--- src/rtl/crc_chained_cursor_queue_core_assert.svh ---
// Assertion macros for the chained-CRC cursor queue.
// Included by the RTL files that check their own logic; no other dependencies.
`ifndef CRC_CHAINED_CURSOR_QUEUE_CORE_ASSERT_SVH
`define CRC_CHAINED_CURSOR_QUEUE_CORE_ASSERT_SVH
`ifndef SYNTHESIS
`define CCQ_ASSERT_NOW(lbl, clk, rst, ante, cons, msg) \
   lbl: assert property (@(posedge clk) disable iff (rst) (ante) |-> (cons)) \
      else $error(msg);
`define CCQ_ASSERT_NEXT(lbl, clk, rst, ante, cons, msg) \
   lbl: assert property (@(posedge clk) disable iff (rst) (ante) |=> (cons)) \
      else $error(msg);
`else
`define CCQ_ASSERT_NOW(lbl, clk, rst, ante, cons, msg)
`define CCQ_ASSERT_NEXT(lbl, clk, rst, ante, cons, msg)
`endif
`endif

--- src/rtl/ccq_pkg.sv ---
// Shared types, constants and the byte-wide CRC-32 step for the cursor queue.
// Used by the CRC cells, the CRC chain and the queue core; no dependencies.
package ccq_pkg;

   localparam int DEPTH = 256;
   localparam int PTR_W = $clog2(DEPTH);
   localparam int CNT_W = $clog2(DEPTH + 1);
   localparam int KEY_W = 64;
   localparam int CRC_W = 32;
   localparam int SEQ_W = 32;
   localparam int KEY_BYTES = KEY_W / 8;
   localparam logic [CNT_W-1:0] DEPTH_CNT = CNT_W'(DEPTH);
   localparam logic [KEY_W-1:0] KEY_NONE = '1;
   localparam logic [CRC_W-1:0] CRC_POLY = 32'hEDB88320;

   typedef enum logic [3:0] {
      OP_PUSH          = 4'd0,
      OP_NEXT          = 4'd1,
      OP_FRONT         = 4'd2,
      OP_BACK          = 4'd3,
      OP_ERASE_THROUGH = 4'd4,
      OP_ERASE_BELOW   = 4'd5,
      OP_LOWER_BOUND   = 4'd6,
      OP_MARK_DEQUEUED = 4'd7,
      OP_COUNT_ABOVE   = 4'd8,
      OP_SIZE          = 4'd9,
      OP_CLEAR         = 4'd10,
      OP_CLEAR_DEQUEUE = 4'd11
   } op_type;

   // One stage of the CRC chain: the running register and the unconsumed key bytes.
   typedef struct packed {
      logic             vld;
      logic [CRC_W-1:0] crc;
      logic [KEY_W-1:0] key;
   } crc_stage_type;

   typedef struct packed {
      logic [KEY_W-1:0] key;
      logic [SEQ_W-1:0] seq;
      logic [CRC_W-1:0] crc;
   } entry_type;

   function automatic logic [CRC_W-1:0] crc_byte(input logic [CRC_W-1:0] c_in,
                                                  input logic [7:0] b);
      logic [CRC_W-1:0] c;
      c = c_in ^ {{(CRC_W-8){1'b0}}, b};
      for (int k = 0; k < 8; k++) begin
         c = c[0] ? ((c >> 1) ^ CRC_POLY) : (c >> 1);
      end
      return c;
   endfunction

   // Physical slot of logical position pos; head + pos stays below twice the depth.
   function automatic logic [PTR_W-1:0] slot_of(input logic [PTR_W-1:0] head,
                                                 input logic [CNT_W-1:0] pos);
      logic [CNT_W:0] s;
      s = (CNT_W+1)'(head) + (CNT_W+1)'(pos);
      if (s >= (CNT_W+1)'(DEPTH)) begin
         s = s - (CNT_W+1)'(DEPTH);
      end
      return s[PTR_W-1:0];
   endfunction

endpackage

--- src/rtl/ccq_crc_cell.sv ---
// One cell of the CRC chain: folds the low key byte into the running CRC.
// Depends on ccq_pkg.
module ccq_crc_cell (
   input  logic                   clock,
   input  logic                   reset,
   input  ccq_pkg::crc_stage_type stage_i,
   output ccq_pkg::crc_stage_type stage_o
);

   ccq_pkg::crc_stage_type stage_ff;

   always_ff @(posedge clock) begin
      if (reset) begin
         stage_ff.vld <= 1'b0;
      end else begin
         stage_ff.vld <= stage_i.vld;
      end
      stage_ff.crc <= ccq_pkg::crc_byte(stage_i.crc, stage_i.key[7:0]);
      stage_ff.key <= stage_i.key >> 8;
   end

   assign stage_o = stage_ff;

endmodule

--- src/rtl/ccq_crc_chain.sv ---
// Row of CRC cells, one per key byte, giving the chained CRC-32 of a key.
// Depends on ccq_pkg and ccq_crc_cell.
module ccq_crc_chain (
   input  logic                        clock,
   input  logic                        reset,
   input  logic                        start,
   input  logic [ccq_pkg::CRC_W-1:0]   seed,
   input  logic [ccq_pkg::KEY_W-1:0]   key,
   output logic                        done,
   output logic [ccq_pkg::CRC_W-1:0]   crc
);

   ccq_pkg::crc_stage_type stage [0:ccq_pkg::KEY_BYTES];

   assign stage[0].vld = start;
   assign stage[0].crc = ~seed;
   assign stage[0].key = key;

   for (genvar i = 0; i < ccq_pkg::KEY_BYTES; i++) begin : g_cell
      ccq_crc_cell u_cell (
         .clock   (clock),
         .reset   (reset),
         .stage_i (stage[i]),
         .stage_o (stage[i+1])
      );
   end

   assign done = stage[ccq_pkg::KEY_BYTES].vld;
   assign crc  = ~stage[ccq_pkg::KEY_BYTES].crc;

endmodule

--- config.mk ---
export PLATFORM = sky130hd
export DESIGN_NAME = ccq_crc_chain
export DESIGN_NICKNAME = d
export VERILOG_FILES = /design/src/rtl/crc_chained_cursor_queue_core_assert.svh /design/src/rtl/ccq_pkg.sv /design/src/rtl/ccq_crc_cell.sv /design/src/rtl/ccq_crc_chain.sv
export SDC_FILE = /design/constraint.sdc
export NUM_CORES = 1
export LEC_CHECK = 0
export BUFFER_PORTS_ARGS = -buffer_cell sky130_fd_sc_hd__buf_4
export CORE_ASPECT_RATIO = 0.9
export CORE_MARGIN = 10
export CORE_UTILIZATION = 40
export DETAILED_ROUTE_END_ITERATION = 16
export GPL_TIMING_DRIVEN = 0
export SYNTH_ARGS = -nofsm -noshare
export SYNTH_HDL_FRONTEND = slang
export SYNTH_SLANG_ARGS = --single-unit
export TNS_END_PERCENT = 1
--- constraint.sdc ---
create_clock -name clock -period 6.4 [get_ports clock]
set_clock_uncertainty 0.15 [all_clocks]
set_input_delay 0.64 -clock clock [delete_from_list [all_inputs] [get_ports clock]]
set_output_delay 0.64 -clock clock [all_outputs]
set_load 0.1 [all_outputs]
# Word-level counts from Yosys, hierarchy flattened
# Index checks and enable logic that the tools add are counted.
[word_totals]
register_bits = 488
latch_bits = 0
ram_bits = 0
mem_bits_ro = 0
out_inout_bits = 33
elab_cells = 169
mem_count = 0
[classes]
n_addsub = 0
n_mul = 0
div = 0
magnitude_cmp = 0
eq_ne = 0
n_shift = 0
mux = 64
n_bitwise = 74
n_reduce_logical = 0
[op_table]
columns = ["cell", "n"]
rows = [
  ["$mux W32", 56],
  ["$not A13 Y14", 64],
  ["$xor A32 B8 Y32", 8],
  ["$mux W31", 8],
  ["$not A32 Y32", 2],
]

# Longest topological paths before layout
# Gate-level depths: netlist of the first run.
[depth]
depth_word = 18
depth_mapped = 5
ltp_nobuf = 5

# Hierarchy
# From an unflattened synthesis of the first run, not the netlist that was laid out.
[hier_totals]
hier_cells = 1384
hier_area_um2 = 23282.3
[by_module_without_submodules]
columns = ["module", "instances", "cells_per_inst", "area_each_um2", "seq_area_each_um2"]
rows = [
  ["ccq_crc_cell", 8, 165, 2880.3, 1781.7],
  ["ccq_crc_chain", 1, 64, 240.2, 0.0],
]

# Worst setup path after synthesis of the first run
# OpenSTA, ideal clock, no wires.
[synth_timing]
kind = "in2reg"
start = "input key[5] (netlist name)"
end = "register g_cell[0].u_cell.stage_ff (netlist bit g_cell[0].u_cell.stage_o[88])"
setup_ns = 0.127
t_arrival_ns = 1.965
t_required_ns = 6.123
path_slack_ns = 4.158
path_stages = 4
n_path_buf = 0
cell_sequence = "xnor2_1 > xor3_1 > xor2_1 > xnor2_1"
[synth_via]
elab_chain_len = 10
[synth_rtl]
columns = ["item", "line", "rtl"]
rows = [
  ["from (decl)", "ccq_crc_chain.sv:8", "input logic [ccq_pkg::KEY_W-1:0] key,"],
  ["$xor A32 B8 Y32 (*)", "ccq_pkg.sv:47", "c = c_in ^ {{(CRC_W-8){1'b0}}, b};"],
  ["$mux W32 (*) (7 in series)", "ccq_pkg.sv:49", "c = c[0] ? ((c >> 1) ^ CRC_POLY) : (c >> 1);"],
  ["$not A13 Y14 (no line)", "-", ""],
  ["$mux W31 (*)", "ccq_pkg.sv:49", ""],
  ["to (decl)", "ccq_crc_cell.sv:10", "ccq_pkg::crc_stage_type stage_ff;"],
]
# Mark *: on every way between the ends. The rest lies on a longest branch, timed or not.
# A chain may end at the register's enable or synchronous reset.

# Worst setup path after layout of the first run
[layout_timing]
start = "register g_cell[5].u_cell.stage_ff (netlist bit g_cell[5].u_cell.stage_o[69])"
end = "register g_cell[6].u_cell.stage_ff (netlist bit g_cell[6].u_cell.stage_o[88])"
[layout_via]
elab_chain_len = 10
[layout_rtl]
columns = ["item", "line"]
rows = [
  ["from (decl)", "ccq_crc_cell.sv:10"],
  ["$xor A32 B8 Y32 (*)", "ccq_pkg.sv:47"],
  ["$mux W32 (*) (7 in series)", "ccq_pkg.sv:49"],
  ["$not A13 Y14 (no line)", "-"],
  ["$mux W31 (*)", "ccq_pkg.sv:49"],
  ["to (decl)", "ccq_crc_cell.sv:10"],
]
# Marked as above.

==> results of run 1 <==
layer usage:
layer  wire length (microns)  up-vias  track usage (%)
met1                   11840     3255            13.75
met4                     687        0            4.623
met2                   11650      142            17.80
met5                       0        -                0
li1                        -     3772                -
met3                    1340       48            2.896
worst max-delay path: stages (launching register included):
cell     delay [ps]
dfxtp_1         320
xor2_1          680
xnor2_1         370
xnor3_2         570
xor2_1          170
worst max-delay path by stage:
stage,slack (ps),depth (start not counted),from,end
finish,4010,4,g_cell[5].u_cell.stage_o[69]$_DFF_P_,g_cell[6].u_cell.stage_o[88]$_DFF_P_
global route,3850,4,g_cell[2].u_cell.stage_o[5]$_DFF_P_,g_cell[3].u_cell.stage_o[88]$_DFF_P_
CTS,3970,4,g_cell[5].u_cell.stage_o[69]$_DFF_P_,g_cell[6].u_cell.stage_o[88]$_DFF_P_
detailed placement,3770,5,key[5],g_cell[0].u_cell.stage_o[85]$_DFF_P_
global placement,3780,5,key[5],g_cell[0].u_cell.stage_o[85]$_DFF_P_
floorplan,4160,4,key[5],g_cell[0].u_cell.stage_o[88]$_DFF_P_
what timing repair did:
action,4_1_cts,5_1_grt
endpoints found under the setup margin,0,0
hold buffers,55,0
hold endpoints to repair,55,0
area by class of cell:
cell class                      instances  area share, %
Inverter                               37         0.7138
Timing Repair Buffer                  186          7.884
Sequential cell                       488          50.21
Clock buffer                           64          6.952
Multi-Input combinational cell        562          29.70
Tap cell                              525          3.376
Clock inverter                         22          1.158
metrics by stage:
step	cells	area [sq um]	hold slack, ps	setup WS (ps)	utilization [%]
6_report	1884	19460	31.06	4012	50.48
5_1_grt	1884	19460	2.138	3852	50.48
4_1_cts	1884	19460	1.848	3966	50.48
3_5_place_dp	1743	17330	162.1	3767	44.96
3_3_place_gp	1743	17330	160.3	3781	44.96
2_1_floorplan	1087	15690	159.6	4158	-
cells in the final DEF, fill, tap and decap left out, types with 4 or more instances in the layout:
cell type	instances
buf_4	131
bufinv_16	4
clkbuf_1	8
clkbuf_16	49
clkbuf_8	7
clkinv_2	13
dfxtp_1	488
dlygate4sd3_1	55
inv_1	36
nor2b_1	8
xnor2_1	388
xnor2_2	32
xnor2_4	4
xnor3_1	16
xor2_1	88
xor2_2	10
xor2_4	7
xor3_1	6
logic make-up (layout without fill, tap and decap cells):
logic type | count (synthesis) | in the layout | share of synthesized area [%]
buf+inv | 37 | 309 | 0.8853
simple gates | 8 | 8 | 0.3190
xor+xnor | 554 | 554 | 36.52
flops | 488 | 488 | 62.27
==> impl_metrics.py, run 1 <==
metrics = {
    "route": {
        "drtPass1Iterations": 4,
        "avgViaCountPerCell": 3.831,
        "postRouteAntennaNets": 0,
        "wl_per_cell_microns": 13.54,
        "vias": 7217,
        "drc": 0,
        "routed_wl_microns": 25520,
        "first_iter_violations": 216,
    },
    "synthesis": {
        "synth_nets": 1186,
        "async_reset_ff_share_pct": 0,
        "synth_edf_count": 0,
        "yosysUniqueCellTypes": 13,
        "yosysMostFrequentCell": "dfxtp_1",
        "ys_ff_latch": 488,
        "postSynthAreaPerCell_sq_um": 14.43,
        "synth_cells": 1087,
        "ys_seq_area_share_pct": 62.27,
        "yosys_warnings": 0,
        "synthTopCellsByArea": "dfxtp_1 62%, xnor2_1 22%, xor2_1 4.9%",
        "synth_top_area_share_pct": 62.27,
        "yosys.area.top_type": "dfxtp_1",
        "synth_flop_cell": "dfxtp_1",
        "ys_top_cells_by_count": "488 x dfxtp_1, 388 x xnor2_1, 88 x xor2_1",
        "syn_area_sq_um": 15690,
    },
    "min_path": {
        "min_path_cells": 1,
        "hold_path.startpoint": "key[28]",
        "hold_path_end": "g_cell[0].u_cell.stage_o[20]$_DFF_P_",
        "hold_path_class": "in -> reg",
    },
    "finish": {
        "n_fill_cell": 3355,
        "seq_area_sq_um": 9769,
        "multi_input_area_sq_um": 5779,
        "syn_to_final_growth_pct": 24.02,
        "layout-drive-gt1-share_pct": 19.57,
        "n_antenna_cell": 0,
        "largest_reg_flops": 488,
        "nets": 1422,
    },
    "floorplanning": {
        "num_rows": 68,
        "core-area_sq_um": 38540,
        "start_util_pct": 40.70,
        "die_h_microns": 207.9,
        "die-area_sq_um": 47550,
        "ios": 132,
        "chipWidth_microns": 228.8,
    },
    "clock_network": {
        "cts_setup_buffers": 0,
        "clock-root-buffer": "clkbuf_16",
        "insertion_delay_ps": 570,
        "cts_tree": "built",
        "numCtsBuffers": 48,
        "cts_max_level": 2,
        "cts-resized-gates": 0,
        "cts.clk_slew.worst_paths_ps": 60,
        "clock-sinks": 488,
        "clockBufferDepth": 3,
    },
    "grt": {
        "grtUsageTotal_pct": 11.04,
        "antenna_found_initial": 0,
        "grt_pass1_vias": 7952,
        "grt_max_degree": 15,
        "grt_pass1_wl_microns": 41700,
        "overflow": 0,
    },
    "setup_path": {
        "timing.rr.end": "g_cell[6].u_cell.stage_o[88]$_DFF_P_",
        "rr_worst_depth": 4,
        "path_class": "reg -> reg",
        "end_kind": "flop",
        "required_ps": 6680,
        "arrival_ps": 2670,
        "reg2reg_slack_ps": 4010,
        "cp-start-kind": "flop",
        "worstPathMaxFanout": 6,
        "r2r_start": "g_cell[5].u_cell.stage_o[69]$_DFF_P_",
    },
    "sta": {
        "relSlewSlack_pct": 33.70,
        "fin_crit_sh_pct": 37.31,
        "rsz0062_at_grt": "no",
        "max_freq_mhz": 418.8,
        "maxSlewViolCount": 0,
        "fin_crit_ps": 2388,
        "finalHoldViolations": 0,
        "setup_viol": 0,
        "finalSetupTns_ps": 0,
        "worst_pin_slew_ps": 987.4,
    },
    "run_status": {
        "status": "complete, no violations",
    },
    "placed_design": {
        "io_buffers": 131,
        "gp_congestion": 0.7736,
        "dp_hpwl_microns": 18940,
    },
    "run": {
        "maxCapViolCount": 0,
    },
}
Power of run 1 is left out: the tool's default activity adds up to more than one toggle a clock period on the data nets, which glitch-free logic cannot reach.
==> run 2: changes to the inputs <==
clock period = 2.2 ns   (was 6.4 ns; I/O delays follow)
==> run 2 against run 1 <==
Net effect: via count is 2.5% higher; routed wire length up 2.3%; critical path depth is the same; count of clock-buffer cells in the layout is the same; cell area up 3.6%; setup slack got worse by 4000 ps; maximum frequency grew 11%; critical path type unchanged; register-to-register slack lost 4000 ps; flip-flop and latch count did not move; first-iteration DRC count up 9.7%; die area is the same; global-route usage grew 0.20 points.
==> impl_metrics.py, run 2 (synthesis results as in run 1) <==
metrics = {
    "floorplanning": {
        "core-area_sq_um": 38540,
        "die-area_sq_um": 47550,
        "num_rows": 68,
        "start_util_pct": 40.70,
        "die_h_microns": 207.9,
        "chipWidth_microns": 228.8,
        "ios": 132,
    },
    "route": {
        "postRouteAntennaNets": 0,
        "drtPass1Iterations": 4,
        "avgViaCountPerCell": 3.850,
        "wl_per_cell_microns": 13.58,
        "routed_wl_microns": 26090,
        "vias": 7396,
        "drc": 0,
        "first_iter_violations": 237,
    },
    "sta": {
        "fin_ws_ps": 54.30,
        "relSlewSlack_pct": 39.89,
        "maxSlewViolCount": 0,
        "finalHoldViolations": 0,
        "finalSetupTns_ps": 0,
        "fin_crit_ps": 2146,
        "max_freq_mhz": 466.0,
        "rsz0062_at_grt": "yes",
        "setup_viol": 0,
        "fin_crit_sh_pct": 97.53,
        "worst_pin_slew_ps": 895.2,
    },
    "finish": {
        "syn_to_final_growth_pct": 28.50,
        "largest_reg_flops": 488,
        "nets": 1459,
        "final_cell_area_sq_um": 20160,
        "final_cell_mix": "487 x dfxtp_1, 369 x xnor2_1, 134 x buf_4",
        "layout_commonest_cell": "dfxtp_1",
        "layout-drive-gt1-share_pct": 21.06,
        "n_antenna_cell": 0,
    },
    "placed_design": {
        "gp_congestion": 0.7736,
        "placed_area_sq_um": 17330,
        "dp_hpwl_microns": 18940,
        "io_buffers": 131,
        "pre_cts_slack_ps": -217.0,
    },
    "setup_path": {
        "worst_path_max_delay_cell": "dfxtp_1",
        "path_class": "reg -> reg",
        "max_stage_delay_ps": 520,
        "end_kind": "flop",
        "crit_chain": "xnor2_4, xnor2_1, xnor3_2, xor2_1",
        "required_ps": 2480,
        "cpLargestDelayFamily": "XOR/XNOR gates",
        "path_buf_inv": 0,
        "arrival_ps": 2430,
        "worstPathMaxFanout": 4,
        "cp-start-kind": "flop",
    },
    "clock_network": {
        "insertion_delay_ps": 570,
        "cts_tree": "built",
        "clockBufferDepth": 3,
        "numCtsBuffers": 48,
        "clock-root-buffer": "clkbuf_16",
        "cts_max_level": 2,
        "cts.clk_slew.worst_paths_ps": 60,
        "clock-sinks": 488,
    },
    "grt": {
        "grtUsageTotal_pct": 11.24,
        "grt_util_met3_pct": 2.951,
        "use_met2_pct": 18.30,
        "grt_pass1_vias": 8139,
        "overflow": 0,
        "gr-usage-met1_pct": 13.89,
        "grt_max_degree": 15,
        "antenna_found_initial": 0,
        "grt_pass1_wl_microns": 42610,
        "busiest_layer": "met2",
    },
    "run_status": {
        "status": "complete, no violations",
    },
    "run": {
        "maxCapViolCount": 0,
    },
    "min_path": {
        "hold_path_class": "in -> reg",
    },
}
run 2: cell types whose count changed in the layout (fill, tap and decap cells not counted):
cell	delta
xnor2_2	+9
xor2_4	+4
xor2_1	-5
buf_4	+3
xnor2_1	-19
xor2_2	+1
dfxtp_1	-1
dfxtp_2	+1
xnor2_4	+10
dlygate4sd3_1	+34
run 2: final timing paths:
check | slack, ps | endpoint | startpoint | cells after the start
setup reg to reg | 50 | g_cell[6].u_cell.stage_o[88]$_DFF_P_ | g_cell[5].u_cell.stage_o[1]$_DFF_P_ | 4
setup / recovery | 50 | g_cell[6].u_cell.stage_o[88]$_DFF_P_ | g_cell[5].u_cell.stage_o[1]$_DFF_P_ | 4
hold / removal | 30 | g_cell[0].u_cell.stage_o[65]$_DFF_P_ | key[0] | 4
hold reg to reg | 170 | g_cell[5].u_cell.stage_o[3]$_DFF_P_ | g_cell[4].u_cell.stage_o[11]$_DFF_P_ | 0
run 2: stage by stage:
step	util (%)	instances	hold WS, ps
after global placement	44.96	1743	160.3
after global routing	52.30	1921	38.14
after CTS	51.68	1917	4.055
after detailed placement	44.96	1743	162.1
final	52.30	1921	30.43
after floorplan	-	1087	97.72
run 2: worst reg2reg max path, delay by kind of cell, from the launching register on:
family | cells | cell delay (ps)
flops | 1 | 520
xor+xnor | 4 | 1340
run 2: repair_timing:
action | 4_1_cts | 5_1_grt
buffers inserted | 0 | 3
pin swaps | 1 | 3
hold buffers | 88 | 1
endpoints found under the hold margin | 90 | 1
resized for setup | 15 | 24
setup endpoints to repair | 33 | 29
run 2: layout make-up:
type / instances / area [sq um]
Fill cell: 3268 / 18380
Sequential cell: 488 / 9771
Multi-Input combinational cell: 562 / 6117
Timing Repair Buffer: 223 / 1897
Clock buffer: 64 / 1353
Tap cell: 525 / 656.9
Clock inverter: 22 / 225.2
Inverter: 37 / 138.9
run 2: per-layer routing:
metal  routed length, microns  up-vias
met5                        0        -
met4                      692        0
met3                     1287       48
met2                    12180      144
met1                    11940     3356
li1                         -     3848
Power of run 2 is left out for the same reason.
